===== src/sv/lrupr_pkg.sv =====
// Shared types and constants for the LRU page replacement block.
// No dependencies; the interfaces, the top level and the rank table import this package.
package lrupr_pkg;

    localparam int FRAMES_DEF    = 8;
    localparam int PAGE_BITS_DEF = 16;

    localparam int PAGE_NUM_W  = 16;
    localparam int FRAME_IDX_W = 3;
    localparam int CFG_W       = 4;
    localparam int FAULT_W     = 16;

    localparam logic [CFG_W-1:0]   CFG_RESET = 4'd8;
    localparam logic [FAULT_W-1:0] COUNT_MAX = 16'hFFFF;

    typedef enum logic [2:0] {
        S_IDLE   = 3'b001,
        S_SCAN   = 3'b010,
        S_UPDATE = 3'b100
    } state_t;

    // Commands from the sequencer to the recency table.
    typedef struct packed {
        logic clear;
        logic apply;
        logic hit;
    } rank_cmd_t;

endpackage


===== src/sv/lrupr_ifs.sv =====
// Handshake interfaces for the reference, result and configuration channels.
// Depends on lrupr_pkg for the field widths.
interface lrupr_ref_if
    import lrupr_pkg::*;
();
    logic                  valid;
    logic                  ready;
    logic [PAGE_NUM_W-1:0] page_number;
    logic                  restart;

    modport source (output valid, page_number, restart, input ready);
    modport sink   (input valid, page_number, restart, output ready);
endinterface

interface lrupr_res_if
    import lrupr_pkg::*;
();
    logic                   valid;
    logic                   ready;
    logic                   hit;
    logic [FRAME_IDX_W-1:0] frame_index;
    logic                   evicted_valid;
    logic [PAGE_NUM_W-1:0]  evicted_page;
    logic [FAULT_W-1:0]     fault_total;

    modport source (output valid, hit, frame_index, evicted_valid, evicted_page,
                    fault_total, input ready);
    modport sink   (input valid, hit, frame_index, evicted_valid, evicted_page,
                    fault_total, output ready);
endinterface

interface lrupr_cfg_if
    import lrupr_pkg::*;
();
    logic             valid;
    logic             ready;
    logic [CFG_W-1:0] data;

    modport source (output valid, data, input ready);
    modport sink   (input valid, data, output ready);
endinterface


===== src/sv/lru_page_replacement.sv =====
// Top level of the LRU page replacement block: sequencer, shared tag compare, fault count.
// Depends on lrupr_pkg, lrupr_ifs, lrupr_page_mem and lrupr_rank_table.
//
//   Channel   Dir   Payload                                                 Beat
//   ref_in    in    page_number, restart                                    valid & ready
//   res_out   out   hit, frame_index, evicted_valid, evicted_page, fault_total  valid & ready
//   cfg       in    data (frames_in_use)                                    valid & ready
//
// One reference scans from frame 0 up to frame k when it hits frame k, and through
// all n frames on a miss, n being the number of active frames: the single tag
// comparator visits one frame a cycle, fed by the tag store's one read port.
// ref_in is ready only between references. A stalled result holds the final update step.
// Reset clears the valid bits, ranks and fault count at once and sets frames_in_use to 8.
module lru_page_replacement
    import lrupr_pkg::*;
#(
    parameter int FRAMES    = FRAMES_DEF,
    parameter int PAGE_BITS = PAGE_BITS_DEF
) (
    input  logic        clk,
    input  logic        rst_n,
    lrupr_ref_if.sink   ref_in,
    lrupr_res_if.source res_out,
    lrupr_cfg_if.sink   cfg
);

    localparam int IDX_W = (FRAMES > 1) ? $clog2(FRAMES) : 1;
    localparam int CNT_W = $clog2(FRAMES + 1);

    state_t state_reg, state_next;

    logic [CFG_W-1:0]     frames_cfg_reg;
    logic [CNT_W-1:0]     n_reg;
    logic [CNT_W-1:0]     n_eff;
    logic [PAGE_BITS-1:0] pg_reg;
    logic [IDX_W-1:0]     idx_reg;
    logic                 hit_reg;
    logic [IDX_W-1:0]     hit_idx_reg;
    logic [IDX_W-1:0]     hit_rank_reg;
    logic                 empty_found_reg;
    logic [IDX_W-1:0]     empty_idx_reg;
    logic [IDX_W-1:0]     best_idx_reg;
    logic [IDX_W-1:0]     best_rank_reg;
    logic [PAGE_BITS-1:0] best_page_reg;
    logic [FAULT_W-1:0]   fault_reg;

    logic                 out_valid_reg;
    logic                 out_hit_reg;
    logic [FRAME_IDX_W-1:0] out_idx_reg;
    logic                 out_ev_valid_reg;
    logic [PAGE_NUM_W-1:0] out_ev_page_reg;
    logic [FAULT_W-1:0]   out_fault_reg;

    logic                 accept;
    logic                 out_free;
    logic                 fire;
    logic                 last;
    logic                 match;
    logic                 miss_fire;
    logic [IDX_W-1:0]     sel;
    logic [IDX_W-1:0]     rank_i;
    logic                 valid_i;
    logic [PAGE_BITS-1:0] rd_page;
    logic                 rd_en;
    logic [IDX_W-1:0]     rd_addr;
    logic [FAULT_W-1:0]   fault_next;

    logic [FRAMES-1:0]            valid_vec;
    logic [FRAMES-1:0][IDX_W-1:0] rank_vec;
    rank_cmd_t                    cmd;

    assign accept   = ref_in.valid && ref_in.ready;
    assign out_free = !out_valid_reg || res_out.ready;
    assign fire     = (state_reg == S_UPDATE) && out_free;
    assign miss_fire = fire && !hit_reg;

    assign ref_in.ready = (state_reg == S_IDLE);
    assign cfg.ready    = 1'b1;

    // A zero frame count acts as one frame, and a count above the table acts as all of it.
    always_comb
    begin
        if (frames_cfg_reg == '0)
        begin
            n_eff = CNT_W'(1);
        end
        else if (32'(frames_cfg_reg) > FRAMES)
        begin
            n_eff = CNT_W'(FRAMES);
        end
        else
        begin
            n_eff = CNT_W'(frames_cfg_reg);
        end
    end

    // Shared compare unit: one frame's tag and rank per cycle.
    assign valid_i = valid_vec[idx_reg];
    assign rank_i  = rank_vec[idx_reg];
    assign match   = valid_i && (rd_page == pg_reg);
    assign last    = ((CNT_W'(idx_reg) + CNT_W'(1)) == n_reg);

    assign rd_en   = accept || ((state_reg == S_SCAN) && !match && !last);
    assign rd_addr = accept ? '0 : (idx_reg + 1'b1);

    assign sel = hit_reg ? hit_idx_reg : (empty_found_reg ? empty_idx_reg : best_idx_reg);

    assign fault_next = (fault_reg == COUNT_MAX) ? fault_reg : (fault_reg + 1'b1);

    always_comb
    begin
        state_next = state_reg;
        unique case (state_reg)
            S_IDLE:
            begin
                if (accept)
                begin
                    state_next = S_SCAN;
                end
            end
            S_SCAN:
            begin
                if (match || last)
                begin
                    state_next = S_UPDATE;
                end
            end
            S_UPDATE:
            begin
                if (out_free)
                begin
                    state_next = S_IDLE;
                end
            end
            default:
            begin
                state_next = S_IDLE;
            end
        endcase
    end

    always_ff @(posedge clk or negedge rst_n)
    begin
        if (!rst_n)
        begin
            state_reg      <= S_IDLE;
            frames_cfg_reg <= CFG_RESET;
            fault_reg      <= '0;
            out_valid_reg  <= 1'b0;
        end
        else
        begin
            state_reg <= state_next;
            if (cfg.valid)
            begin
                frames_cfg_reg <= cfg.data;
            end
            if (accept && ref_in.restart)
            begin
                fault_reg <= '0;
            end
            else if (miss_fire)
            begin
                fault_reg <= fault_next;
            end
            if (fire)
            begin
                out_valid_reg <= 1'b1;
            end
            else if (res_out.ready)
            begin
                out_valid_reg <= 1'b0;
            end
        end
    end

    // Scan bookkeeping and result payload.
    always_ff @(posedge clk)
    begin
        if (accept)
        begin
            pg_reg          <= PAGE_BITS'(ref_in.page_number);
            n_reg           <= n_eff;
            idx_reg         <= '0;
            hit_reg         <= 1'b0;
            empty_found_reg <= 1'b0;
        end
        else if (state_reg == S_SCAN)
        begin
            if (match)
            begin
                hit_reg      <= 1'b1;
                hit_idx_reg  <= idx_reg;
                hit_rank_reg <= rank_i;
            end
            if (!valid_i && !empty_found_reg)
            begin
                empty_found_reg <= 1'b1;
                empty_idx_reg   <= idx_reg;
            end
            // Strictly larger rank wins, so ties keep the lower frame.
            if ((idx_reg == '0) || (rank_i > best_rank_reg))
            begin
                best_idx_reg  <= idx_reg;
                best_rank_reg <= rank_i;
                best_page_reg <= rd_page;
            end
            idx_reg <= idx_reg + 1'b1;
        end
        if (fire)
        begin
            out_hit_reg      <= hit_reg;
            out_idx_reg      <= FRAME_IDX_W'(sel);
            out_ev_valid_reg <= !hit_reg && !empty_found_reg;
            out_ev_page_reg  <= (!hit_reg && !empty_found_reg)
                                ? PAGE_NUM_W'(best_page_reg) : '0;
            out_fault_reg    <= hit_reg ? fault_reg : fault_next;
        end
    end

    always_comb
    begin
        cmd.clear = accept && ref_in.restart;
        cmd.apply = fire;
        cmd.hit   = hit_reg;
    end

    lrupr_page_mem #(
        .DEPTH  (FRAMES),
        .ADDR_W (IDX_W),
        .DATA_W (PAGE_BITS)
    ) u_page_mem (
        .clk   (clk),
        .we    (miss_fire),
        .waddr (sel),
        .wdata (pg_reg),
        .re    (rd_en),
        .raddr (rd_addr),
        .rdata (rd_page)
    );

    lrupr_rank_table #(
        .FRAMES (FRAMES),
        .IDX_W  (IDX_W),
        .CNT_W  (CNT_W)
    ) u_rank_table (
        .clk      (clk),
        .rst_n    (rst_n),
        .cmd      (cmd),
        .sel      (sel),
        .hit_rank (hit_rank_reg),
        .active   (n_reg),
        .valid    (valid_vec),
        .rank     (rank_vec)
    );

    assign res_out.valid         = out_valid_reg;
    assign res_out.hit           = out_hit_reg;
    assign res_out.frame_index   = out_idx_reg;
    assign res_out.evicted_valid = out_ev_valid_reg;
    assign res_out.evicted_page  = out_ev_page_reg;
    assign res_out.fault_total   = out_fault_reg;

endmodule


===== src/sv/lrupr_page_mem.sv =====
// Page tag store: one write port and one read port with registered read data.
// No dependencies.
module lrupr_page_mem #(
    parameter int DEPTH  = 8,
    parameter int ADDR_W = 3,
    parameter int DATA_W = 16
) (
    input  logic              clk,
    input  logic              we,
    input  logic [ADDR_W-1:0] waddr,
    input  logic [DATA_W-1:0] wdata,
    input  logic              re,
    input  logic [ADDR_W-1:0] raddr,
    output logic [DATA_W-1:0] rdata
);

    logic [DATA_W-1:0] mem [DEPTH];
    logic [DATA_W-1:0] rdata_reg;

    always_ff @(posedge clk)
    begin
        if (we)
        begin
            mem[waddr] <= wdata;
        end
    end

    always_ff @(posedge clk)
    begin
        if (re)
        begin
            rdata_reg <= mem[raddr];
        end
    end

    assign rdata = rdata_reg;

endmodule


===== src/sv/lrupr_rank_table.sv =====
// Frame valid bits and recency ranks, with the aging rule applied to all frames at once.
// Depends on lrupr_pkg for the command struct.
module lrupr_rank_table
    import lrupr_pkg::*;
#(
    parameter int FRAMES = FRAMES_DEF,
    parameter int IDX_W  = 3,
    parameter int CNT_W  = 4
) (
    input  logic                         clk,
    input  logic                         rst_n,
    input  rank_cmd_t                    cmd,
    input  logic [IDX_W-1:0]             sel,
    input  logic [IDX_W-1:0]             hit_rank,
    input  logic [CNT_W-1:0]             active,
    output logic [FRAMES-1:0]            valid,
    output logic [FRAMES-1:0][IDX_W-1:0] rank
);

    localparam logic [IDX_W-1:0] RANK_MAX = IDX_W'(FRAMES - 1);

    logic [FRAMES-1:0]            valid_reg, valid_next;
    logic [FRAMES-1:0][IDX_W-1:0] rank_reg, rank_next;

    always_comb
    begin
        valid_next = valid_reg;
        rank_next  = rank_reg;
        for (int i = 0; i < FRAMES; i++)
        begin
            if (cmd.clear)
            begin
                valid_next[i] = 1'b0;
                rank_next[i]  = '0;
            end
            else if (cmd.apply)
            begin
                if (IDX_W'(i) == sel)
                begin
                    valid_next[i] = 1'b1;
                    rank_next[i]  = '0;
                end
                else if ((CNT_W'(i) < active) && valid_reg[i]
                         && (!cmd.hit || (rank_reg[i] < hit_rank))
                         && (rank_reg[i] < RANK_MAX))
                begin
                    // Valid active frames younger than a hit, or all on a miss, age.
                    rank_next[i] = rank_reg[i] + 1'b1;
                end
            end
        end
    end

    always_ff @(posedge clk or negedge rst_n)
    begin
        if (!rst_n)
        begin
            valid_reg <= '0;
            rank_reg  <= '0;
        end
        else
        begin
            valid_reg <= valid_next;
            rank_reg  <= rank_next;
        end
    end

    assign valid = valid_reg;
    assign rank  = rank_reg;

endmodule


===== src/flat_wrapper.sv =====
// flat-port wrapper written by rule: the top's interface ports become plain ports
module lru_page_replacement_flat import lrupr_pkg::*;
#(
    parameter int FRAMES    = FRAMES_DEF,
    parameter int PAGE_BITS = PAGE_BITS_DEF
)
  (clk, rst_n, ref_in_valid, ref_in_page_number, ref_in_restart, ref_in_ready, res_out_valid, res_out_hit, res_out_frame_index, res_out_evicted_valid, res_out_evicted_page, res_out_fault_total, res_out_ready, cfg_valid, cfg_data, cfg_ready);
  lrupr_ref_if ref_in_i ();
  lrupr_res_if res_out_i ();
  lrupr_cfg_if cfg_i ();
  input  logic clk;
  input  logic rst_n;
  input wire logic [$bits(ref_in_i.valid)-1:0] ref_in_valid;
  input wire logic [$bits(ref_in_i.page_number)-1:0] ref_in_page_number;
  input wire logic [$bits(ref_in_i.restart)-1:0] ref_in_restart;
  output wire logic [$bits(ref_in_i.ready)-1:0] ref_in_ready;
  output wire logic [$bits(res_out_i.valid)-1:0] res_out_valid;
  output wire logic [$bits(res_out_i.hit)-1:0] res_out_hit;
  output wire logic [$bits(res_out_i.frame_index)-1:0] res_out_frame_index;
  output wire logic [$bits(res_out_i.evicted_valid)-1:0] res_out_evicted_valid;
  output wire logic [$bits(res_out_i.evicted_page)-1:0] res_out_evicted_page;
  output wire logic [$bits(res_out_i.fault_total)-1:0] res_out_fault_total;
  input wire logic [$bits(res_out_i.ready)-1:0] res_out_ready;
  input wire logic [$bits(cfg_i.valid)-1:0] cfg_valid;
  input wire logic [$bits(cfg_i.data)-1:0] cfg_data;
  output wire logic [$bits(cfg_i.ready)-1:0] cfg_ready;
  assign ref_in_i.valid = ref_in_valid;
  assign ref_in_i.page_number = ref_in_page_number;
  assign ref_in_i.restart = ref_in_restart;
  assign ref_in_ready = ref_in_i.ready;
  assign res_out_valid = res_out_i.valid;
  assign res_out_hit = res_out_i.hit;
  assign res_out_frame_index = res_out_i.frame_index;
  assign res_out_evicted_valid = res_out_i.evicted_valid;
  assign res_out_evicted_page = res_out_i.evicted_page;
  assign res_out_fault_total = res_out_i.fault_total;
  assign res_out_i.ready = res_out_ready;
  assign cfg_i.valid = cfg_valid;
  assign cfg_i.data = cfg_data;
  assign cfg_ready = cfg_i.ready;
  lru_page_replacement #(.FRAMES(FRAMES), .PAGE_BITS(PAGE_BITS)) u_core (.clk(clk), .rst_n(rst_n), .ref_in(ref_in_i), .res_out(res_out_i), .cfg(cfg_i));
endmodule

===== config.mk =====
export PLATFORM = sky130hd
export DESIGN_NAME = lru_page_replacement_flat
export DESIGN_NICKNAME = d
export VERILOG_FILES = /design/src/sv/lrupr_pkg.sv /design/src/sv/lrupr_ifs.sv /design/src/sv/lru_page_replacement.sv /design/src/sv/lrupr_page_mem.sv /design/src/sv/lrupr_rank_table.sv /design/src/flat_wrapper.sv
export SDC_FILE = /design/constraint.sdc
export NUM_CORES = 1
export LEC_CHECK = 0
export ABC_AREA = 1
export BUFFER_PORTS_ARGS = -buffer_cell sky130_fd_sc_hd__buf_4
export CAP_MARGIN = 20
export CORE_MARGIN = 3
export CORE_UTILIZATION = 55
export CTS_BUF_LIST = sky130_fd_sc_hd__clkbuf_8
export CTS_CLUSTER_SIZE = 14
export DETAILED_ROUTE_END_ITERATION = 10
export GPL_ROUTABILITY_DRIVEN = 0
export HOLD_SLACK_MARGIN = 0.08
export PLACE_DENSITY = 0.8
export SYNTH_ARGS = -nofsm -noshare
export SYNTH_HDL_FRONTEND = slang
export SYNTH_SLANG_ARGS = --single-unit
export TNS_END_PERCENT = 50

===== constraint.sdc =====
create_clock -name clk -period 4.1 [get_ports clk]
set_input_delay 0.82 -clock clk [delete_from_list [all_inputs] [get_ports clk]]
set_output_delay 0.82 -clock clk [all_outputs]
set_load 0.02 [all_outputs]

### After elaboration in Yosys (flattened, before gate mapping)

Memories as Yosys holds them, arrays and structs flattened. A register that Yosys moved wholly into a read port is not among the register bits.
Cells that the tools add are included.

| operators by class | value |
|---|---|
| equal/unequal tests | 16 |
| add/subtract/negate cells | 11 |
| muxes and demuxes | 76 |
| bitwise gates (word level) | 1 |
| reductions and logical operators | 96 |
| order comparisons | 27 |

Operators by type and width:

| cell | count |
|---|---|
| 3-bit two-way mux | 39 |
| 16-bit two-way mux | 4 |
| 2-bit AND reduction | 18 |
| 1-bit logical AND | 33 |
| 1-bit two-way mux | 29 |
| 3-bit by 1-bit adder with 3-bit output (second input constant) | 9 |
| 3-bit less-than comparator | 8 |
| 3-bit less-than comparator (second input constant) | 8 |
| 3-bit nonzero test | 8 |
| 2-bit nonzero test | 11 |
| 16-bit by 1-bit adder with 16-bit output (second input constant) | 1 |
| 16-bit == test | 1 |
| 16-bit == test (second input constant) | 1 |
| 3-bit by 4-bit less-than comparator with 1-bit output (first input constant) | 4 |
| 3-bit == test (first input constant) | 4 |
| 1-bit logical OR | 12 |
| 3-bit AND reduction | 4 |
| 3-bit binary-select mux with 3-bit select | 1 |
| 3-bit one-hot mux with 3 select lines | 1 |
| 1-bit by 4-bit less-than comparator with 1-bit output (first input constant) | 2 |
| 2-bit by 4-bit less-than comparator with 1-bit output (first input constant) | 2 |
| 2-bit by 3-bit == test with 1-bit output (first input constant) | 2 |
| 1-bit logical NOT | 6 |
| 3-bit logical NOT | 2 |
| other kinds (16) | 17 |

| storage, ports and cells | value |
|---|---|
| word-level logic and storage cells | 265 |
| register bits after elaboration | 149 |
| output and inout port bits | 40 |
| input port bits | 26 |
| memory bits (writable) | 128 |
| memories kept | 1 |

Memory list:

| name | words | width | rd ports | clocked after memory_dff | write ports | line | text |
|---|---|---|---|---|---|---|---|
| u_core.u_page_mem.mem | 8 | 16 | 1 | 1 | 1 | lrupr_page_mem.sv:17 | `logic [DATA_W-1:0] mem [DEPTH];` |

### Logic depth before layout (Yosys ltp)

Gate-level depths: netlist of run 1.

| logic depth | value |
|---|---|
| word-level depth | 8 |
| mapped depth | 12 |
| mapped depth without buffers | 12 |

### Hierarchy

Synthesis of run 1 repeated with hierarchy kept, for this count alone.

| second synthesis, totals | value |
|---|---|
| cells, all modules | 1517 |
| area total of the unflattened synthesis | 14000.9 µm² |

Modules (own cells, without submodules):

| module | cells each | area an instance (µm²) | seq. area each (µm²) | times used |
|---|---|---|---|---|
| lrupr_page_mem | 587 | 6149.6 | 4324.1 | 1 |
| lru_page_replacement | 576 | 5444.0 | 3345.7 | 1 |
| lrupr_rank_table | 354 | 2407.3 | 800.8 | 1 |

### Worst setup path before layout of run 1

Ideal clock, no wire load.

| timing path | value |
|---|---|
| path type | input to register |
| start point | input port res_out_ready |
| end point | memory u_core.u_page_mem.mem[5][0], enable pin |
| data required time | 3.712 ns |
| setup slack | 0.717 ns |
| stages on the path | 7 |
| setup time | 0.388 ns |
| arrival | 2.994 ns |
| path buffers | 1 |
| cell sequence | inv_1 nand2_1 nand2_1 inv_1 nand2_1 clkbuf_1 nor2_1 |

| on the way | value |
|---|---|
| longest elaborated chain between the ends | 5 |

RTL lines:

| item | line | text |
|---|---|---|
| from (decl) | flat_wrapper.sv:23 | `input wire logic [$bits(res_out_i.ready)-1:0] res_out_ready;` |
| 1-bit logical OR | lru_page_replacement.sv:73 | `assign out_free = !out_valid_reg \|\| res_out.ready;` |
| 1-bit logical AND | lru_page_replacement.sv:74 | `assign fire = (state_reg == S_UPDATE) && out_free;` |
| named net u_core.fire | lru_page_replacement.sv:56 | `logic fire;` |
| 1-bit logical AND | lru_page_replacement.sv:75 | `assign miss_fire = fire && !hit_reg;` |
| 1-bit two-way mux | lrupr_page_mem.sv:22 | `if (we)` |
| 1-bit two-way mux (implied by the code) | lrupr_page_mem.sv:24 | `mem[waddr] <= wdata;` |
| to (decl) | lrupr_page_mem.sv:17 |  |

The timed path passes the listed nets, and every way through them passes these cells.

### Worst setup path in the final report of run 1

| timing path | value |
|---|---|
| start point | register u_core.idx_reg[1] |
| end point | register u_core.u_page_mem.rdata_reg[8] (netlist: u_core.u_page_mem.rdata[8]), read port of u_core.u_page_mem.mem (data pin) |

| on the way | value |
|---|---|
| longest elaborated chain between the ends | 7 |
| elaborated cells on any way between the ends | 12 |
| those cells by class | add/sub (2); eq/ne (1); mux (3); reduce/logical (6) |

RTL lines:

| item | line | text |
|---|---|---|
| from (decl) | lru_page_replacement.sv:36 | `logic [IDX_W-1:0] idx_reg;` |
| from (signal assigned) | lru_page_replacement.sv:208 | `idx_reg <= idx_reg + 1'b1;` |
| branches (longest 7 deep; another with 3-bit by 1-bit adder with 4-bit output) | - |  |
| to (decl) | lrupr_page_mem.sv:18 | `logic [DATA_W-1:0] rdata_reg;` |

Parallel ways; which one is timed is not known. The select of a mux whose other input is x is not followed.
A chain may end at the register's enable or synchronous reset.

==> results.sh, run 1 <==
export IMPL_run_status="completed"
export IMPL_slew_violations=0
export IMPL_fin_tns_setup_ns=0
export IMPL_cts_sink_count=293
export IMPL_timing_final_crit_share_pct=76.6
export IMPL_floorplan_initialDensity_pct=56.7
export IMPL_yosysWarnings=0
export IMPL_clock_tree_root_cell="sky130_fd_sc_hd__clkbuf_8"
export IMPL_mappedNetlistArea_sq_um=13500
export IMPL_synth_async_sr_flop_share_pct=19.1
export IMPL_cp_data_required_time_ns=4.41
export IMPL_setup_violations=0
export IMPL_clock_tree_skew_after_final_layout_ns=0.0329
export IMPL_first_global_vias=9299
export IMPL_multi_input_comb_area_sq_um=4040
export IMPL_cts_tree="done"
export IMPL_final_number_of_hold_violating_endpoints=0
export IMPL_syn_area_per_cell_sq_um=10.1
export IMPL_num_fill_cells=1858
export IMPL_synth_seq_cells=293
export IMPL_design_die_area_sq_um=26500
export IMPL_drt_pre_antenna_iters=5
export IMPL_synthDominantAreaCellType="sky130_fd_sc_hd__edfxtp_1"
export IMPL_vias_post_dr=9464
export IMPL_synthToLayoutAreaGrowth_pct=12.1
export IMPL_globalRouteOverflowTotal=0
export IMPL_post_synth_num_cell_types=40
export IMPL_criticalPathCategory="reg2reg"
export IMPL_synthesis_instances=1341
export IMPL_dieHeight_um=163
export IMPL_synth_top_area_share_pct=51.6
export IMPL_initialDrtViolationCount=691
export IMPL_num_nets_final=1485
export IMPL_power_total_mw=10.3
export IMPL_synthFlopType="sky130_fd_sc_hd__edfxtp_1"
export IMPL_core_sq_um=23800
export IMPL_io_pins=66
export IMPL_grt_use_total_pct=21.8
export IMPL_placed_area_sq_um=14200
export IMPL_hold_buffers=0
export IMPL_sequential_cell_area_sq_um=8470
export IMPL_clkLatencyLatePin_ns=0.58
export IMPL_clkTransAtPathRegs_ns=0.06
export IMPL_worst_slew_pin_slew_ns=0.927
export IMPL_antenna_violating_nets_post_route=0
export IMPL_cts_inserted_buffers=48
export IMPL_finish_cell_count_without_fillers=1787
export IMPL_detail_route_drc_violations=0
export IMPL_cts_htree_levels=2
export IMPL_buffer_depth_of_the_longest_clock_path=3
export IMPL_layout_drive_gt1_share_pct=11.2
export IMPL_ir_drop_mv=0.371
export IMPL_die_x_um=163
export IMPL_power_density_cell_area_nw_per_um2=680
export IMPL_most_used_standard_cells_in_the_synthesized_netlist="sky130_fd_sc_hd__nand2_1, sky130_fd_sc_hd__edfxtp_1, sky130_fd_sc_hd__inv_1, sky130_fd_sc_hd__nor2_1, sky130_fd_sc_hd__o211ai_1"
export IMPL_cts_resized=0
export IMPL_grt_first_pass_wirelength_um=46200
export IMPL_cap_viol_max_count=0
export IMPL_rows=56
export IMPL_crit_path_start_kind="flip-flop"
export IMPL_synth_most_common_cell="sky130_fd_sc_hd__nand2_1"
export IMPL_layout_core_utilization_pct=63.6
export IMPL_worstPathArrival_ns=3.45
export IMPL_cp_max_fo=33
export IMPL_maxSlewHeadroom_pct=38.0
export IMPL_p_leak_nw=6.74
export IMPL_detailed_place_hpwl_um=18500
export IMPL_synth_sequential_area_ratio_pct=62.7
export IMPL_design_area_sq_um=15100
export IMPL_synth_enable_flop_cells=232
export IMPL_final_min_clock_period_ns=3.14
export IMPL_grt_start_max_net_pins=71
export IMPL_route_detailed_wl_per_inst_um=16.0
export IMPL_antenna_cells=0
export IMPL_io_buffers=64
export IMPL_route_final_wire_length_um=28600
export IMPL_largest_reg_flops=128
export IMPL_cp_end_kind="flip-flop"
export IMPL_post_cts_setup_buffer_count=0
export IMPL_placed_cells=1698
export IMPL_setup_repair_after_global_routing_missed_its_margin="no"
export IMPL_synth_area_top_cells="sky130_fd_sc_hd__edfxtp_1, sky130_fd_sc_hd__nand2_1, sky130_fd_sc_hd__dfrtp_1, sky130_fd_sc_hd__inv_1, sky130_fd_sc_hd__o211ai_1"
export IMPL_post_drt_via_cell_ratio=5.30
export IMPL_max_fclk_mhz=318
export IMPL_worst_hold_path_type="in2async"
export IMPL_grt_antenna_before_repair=0
export IMPL_synth_nets=1397
## path summary, 6_finish.rpt
check	slack, ns	cells after the start	from	end
max	0.96	11	u_core.idx_reg[1]	u_core.u_page_mem.rdata[8]
min	0.32	1	rst_n	u_core.fault_reg[15]
max reg2reg	0.96	11	u_core.idx_reg[1]	u_core.u_page_mem.rdata[8]
min reg2reg	0.47	0	u_core.u_page_mem.rdata[11]	u_core.best_page_reg[11]
max in group asynchronous	3.24	1	rst_n	u_core.frames_cfg_reg[0]
min in group clk	0.42	1	ref_in_page_number[13]	u_core.pg_reg[13]
## cells in the final DEF (no fill, tap or decap), types with 5 or more instances in the layout
cell type                    n
sky130_fd_sc_hd__dfrtp_1    54
sky130_fd_sc_hd__edfxtp_1  232
sky130_fd_sc_hd__clkbuf_8   50
sky130_fd_sc_hd__o211ai_1   65
sky130_fd_sc_hd__dfxtp_1     5
sky130_fd_sc_hd__inv_1     199
sky130_fd_sc_hd__buf_4      82
sky130_fd_sc_hd__clkinv_2    5
sky130_fd_sc_hd__nand3_1    64
sky130_fd_sc_hd__clkinv_1   12
sky130_fd_sc_hd__nor2_1     96
sky130_fd_sc_hd__xor2_1     18
sky130_fd_sc_hd__nor3_1      9
sky130_fd_sc_hd__o21ai_0    55
sky130_fd_sc_hd__inv_2       5
sky130_fd_sc_hd__nand4_1     8
sky130_fd_sc_hd__ha_1       30
sky130_fd_sc_hd__a21oi_1    35
sky130_fd_sc_hd__nand2_1   402
## per-stage QoR
step	hold WS, ns	setup WS (ns)
2_1_floorplan	0.438	0.717
3_3_place_gp	0.457	1.13
3_5_place_dp	0.461	1.01
4_1_cts	0.328	0.998
5_1_grt	0.365	0.811
6_report	0.320	0.960
## critical path: stages (launching register included)
cell	delay, ns
sky130_fd_sc_hd__dfxtp_1	0.66
sky130_fd_sc_hd__inv_2	0.20
sky130_fd_sc_hd__ha_1	0.37
sky130_fd_sc_hd__inv_1	0.06
sky130_fd_sc_hd__nor2_2	0.10
sky130_fd_sc_hd__buf_4	0.37
sky130_fd_sc_hd__inv_1	0.46
sky130_fd_sc_hd__buf_4	0.34
sky130_fd_sc_hd__o211ai_1	0.11
sky130_fd_sc_hd__nand2_1	0.08
sky130_fd_sc_hd__nand2_1	0.07
sky130_fd_sc_hd__nand2_1	0.06
## per-layer routing
metal	wire, um	track usage [%]
met5	0	0
met4	819	8.57
met3	2120	4.20
met2	13700	36.5
met1	11900	28.4
## final cells by class
type	count	area share [%]
Timing Repair Buffer	82	4.07
Clock buffer	50	4.55
Tap cell	319	2.64
Inverter	187	4.64
Multi-Input combinational cell	817	26.7
Sequential cell	293	56.0
Clock inverter	39	1.49
## logic make-up after synthesis
kind of cell | synth area share, %
multiplexers | 0.0834
buffers and inverters | 7.46
flip-flops | 62.7
AND/OR/NAND/NOR | 17.9
AO/OA/AOI/OAI | 7.67
adder cells (fa/ha/maj) | 2.78
XOR/XNOR | 1.36
other | 0.0278
## power breakdown
group / internal [mW] / switching (mW)
Sequential: 3.98 / 0.447
Combinational: 1.13 / 2.35
Clock: 1.26 / 1.12
Total: 6.37 / 3.92
Note: power is estimated with default switching activity, not from simulation.
==> inputs of run 2 (changes only) <==
Clock period 4.1 ns to 3.1 ns, I/O delays scaled along.
==> run 2 against run 1 <==
Compared with the run above: hold slack worse by 0.22 ns; routed wire length hardly changed; setup slack got worse by 0.60 ns; largest cell class unchanged; highest routed layer unchanged; count of clock-buffer cells in the layout fell by 2; via count rose by 0.90%; non-clock buffer count rose by 11; critical path depth increased by 1; sequential cell count unchanged; first-iteration DRC count grew 45%.
==> results.sh, run 2 (synthesis results as in run 1) <==
export IMPL_setup_violations=0
export IMPL_worst_hold_path_type="in2async"
export IMPL_vias_post_dr=9549
export IMPL_antenna_cells=0
export IMPL_cap_viol_max_count=0
export IMPL_grt_use_total_pct=22.1
export IMPL_grt_start_max_net_pins=77
export IMPL_cp_slowest_stage_delay_ns=0.52
export IMPL_globalRouteOverflowTotal=0
export IMPL_route_final_wire_length_um=28600
export IMPL_setup_repair_after_global_routing_missed_its_margin="no"
export IMPL_clkLatencyLatePin_ns=0.57
export IMPL_cp_max_fo=16
export IMPL_slew_violations=0
export IMPL_top_library_cells_by_usage_in_the_layout_fill_and_taps_aside="sky130_fd_sc_hd__nand2_1, sky130_fd_sc_hd__edfxtp_1, sky130_fd_sc_hd__inv_1"
export IMPL_worst_path_max_delay_cell="sky130_fd_sc_hd__dfxtp_1"
export IMPL_power_total_mw=13.5
export IMPL_cts_tree="done"
export IMPL_core_sq_um=23800
export IMPL_io_buffers=64
export IMPL_die_x_um=163
export IMPL_post_cts_setup_buffer_count=0
export IMPL_max_fclk_mhz=365
export IMPL_clock_tree_skew_after_final_layout_ns=0.0148
export IMPL_clock_tree_root_cell="sky130_fd_sc_hd__clkbuf_8"
export IMPL_io_pins=66
export IMPL_grt_first_pass_wirelength_um=46400
export IMPL_num_nets_final=1494
export IMPL_rows=56
export IMPL_p_leak_nw=6.79
export IMPL_route_detailed_wl_per_inst_um=15.9
export IMPL_cp_end_kind="flip-flop"
export IMPL_critical_path_cell_chain="inv_2 -> nor2_1 -> o21ai_0 -> nand2_1 -> nor2_1 -> a31oi_1 -> ha_1 -> nand2_1 -> o21ai_0 -> a22oi_1 -> nor2_2 -> buf_12"
export IMPL_cp_data_required_time_ns=3.37
export IMPL_initialDrtViolationCount=999
export IMPL_synthToLayoutAreaGrowth_pct=12.2
export IMPL_ir_drop_mv=0.591
export IMPL_floorplan_initialDensity_pct=56.7
export IMPL_cts_resized=0
export IMPL_crit_path_start_kind="flip-flop"
export IMPL_detail_route_drc_violations=0
export IMPL_placed_area_sq_um=14300
export IMPL_detailed_place_hpwl_um=18400
export IMPL_maxSlewHeadroom_pct=48.6
export IMPL_timing_final_crit_share_pct=88.4
export IMPL_buffer_depth_of_the_longest_clock_path=3
export IMPL_cts_htree_levels=2
export IMPL_final_min_clock_period_ns=2.74
export IMPL_design_die_area_sq_um=26500
export IMPL_design_area_sq_um=15200
export IMPL_power_density_cell_area_nw_per_um2=889
export IMPL_post_drt_via_cell_ratio=5.32
export IMPL_clkTransAtPathRegs_ns=0.06
export IMPL_cts_inserted_buffers=46
export IMPL_final_number_of_hold_violating_endpoints=0
export IMPL_criticalPathCategory="reg2reg"
export IMPL_layout_drive_gt1_share_pct=11.4
export IMPL_grt_antenna_before_repair=0
export IMPL_dieHeight_um=163
export IMPL_most_common_cell_after_layout_fill_and_taps_aside="sky130_fd_sc_hd__nand2_1"
export IMPL_worst_slew_pin_slew_ns=0.772
export IMPL_drt_pre_antenna_iters=5
export IMPL_run_status="completed"
export IMPL_antenna_violating_nets_post_route=0
export IMPL_worstPathArrival_ns=3.01
export IMPL_first_global_vias=9320
export IMPL_largest_reg_flops=128
export IMPL_cts_sink_count=293
export IMPL_hold_buffers=0
[run 2: changes by cell type in the layout (fill, tap and decap cells not counted), moves of 2 or more]
cell                        delta
sky130_fd_sc_hd__buf_12        +2
sky130_fd_sc_hd__buf_4         +9
sky130_fd_sc_hd__bufinv_16     -2
sky130_fd_sc_hd__clkbuf_8      -2
sky130_fd_sc_hd__clkinv_1      -5
sky130_fd_sc_hd__clkinv_2      -4
sky130_fd_sc_hd__inv_1        +10
sky130_fd_sc_hd__inv_6         +2
[run 2: layout make-up]
| cell class | count | area, sq um |
|---|---|---|
| fillers | 1838 | 8670 |
| flip-flops and latches | 293 | 8470 |
| multi-input cells | 817 | 4040 |
| repair buffers | 93 | 723 |
| inverters | 187 | 706 |
| clock buffers | 48 | 661 |
| well taps | 319 | 399 |
| clock inverters | 38 | 154 |
[run 2: critical path: cells and delay by family, from the launching register on]
| family | cells | cell delay [ns] |
|---|---|---|
| AO/OA/AOI/OAI | 4 | 0.65 |
| adder cells (fa/ha/maj) | 1 | 0.23 |
| buffers and inverters | 2 | 0.35 |
| flip-flops | 1 | 0.52 |
| AND/OR/NAND/NOR | 5 | 0.68 |
[run 2: stage by stage]
step	worst slack (ns)	TNS, ns	cells	hold slack, ns	utilization [%]
detailed placement	0.472	0	1709	0.463	60.2
global placement	0.617	0	1709	0.450	60.2
global route	0.236	0	1795	0.160	63.6
floorplan	-0.00233	-0.0513	1341	0.324	-
finish	0.360	0	1795	0.0987	63.6
CTS	0.393	0	1795	0.144	63.6
[run 2: worst paths after layout]
path	startpoint	end	slack, ns	cells after the start
worst max-delay path	u_core.idx_reg[1]	u_core.best_page_reg[8]	0.36	12
worst min-delay path	rst_n	u_core.fault_reg[11]	0.1	1
worst max register to register	u_core.idx_reg[1]	u_core.best_page_reg[8]	0.36	12
worst min register to register	u_core.u_page_mem.rdata[13]	u_core.best_page_reg[13]	0.48	0
max in group asynchronous	rst_n	u_core.u_rank_table.rank[22]	2.45	1
min in group clk	ref_in_page_number[0]	u_core.pg_reg[0]	0.23	1
[run 2: routing by layer]
metal	up-vias	GRT usage (%)	share of wire (%)
met5	-	0	0
met4	0	8.07	2.5
met3	66	4.25	7.8
met2	346	35.8	48
met1	4476	30.1	42
li1	4661	-	-
[run 2: report_power, final]
group / internal [mW] / leakage (nW) / switching, mW
sequential: 5.26 / 2.90 / 0.557
combinational: 1.63 / 3.37 / 3.13
clock: 1.44 / 0.518 / 1.46
total: 8.33 / 6.79 / 5.15
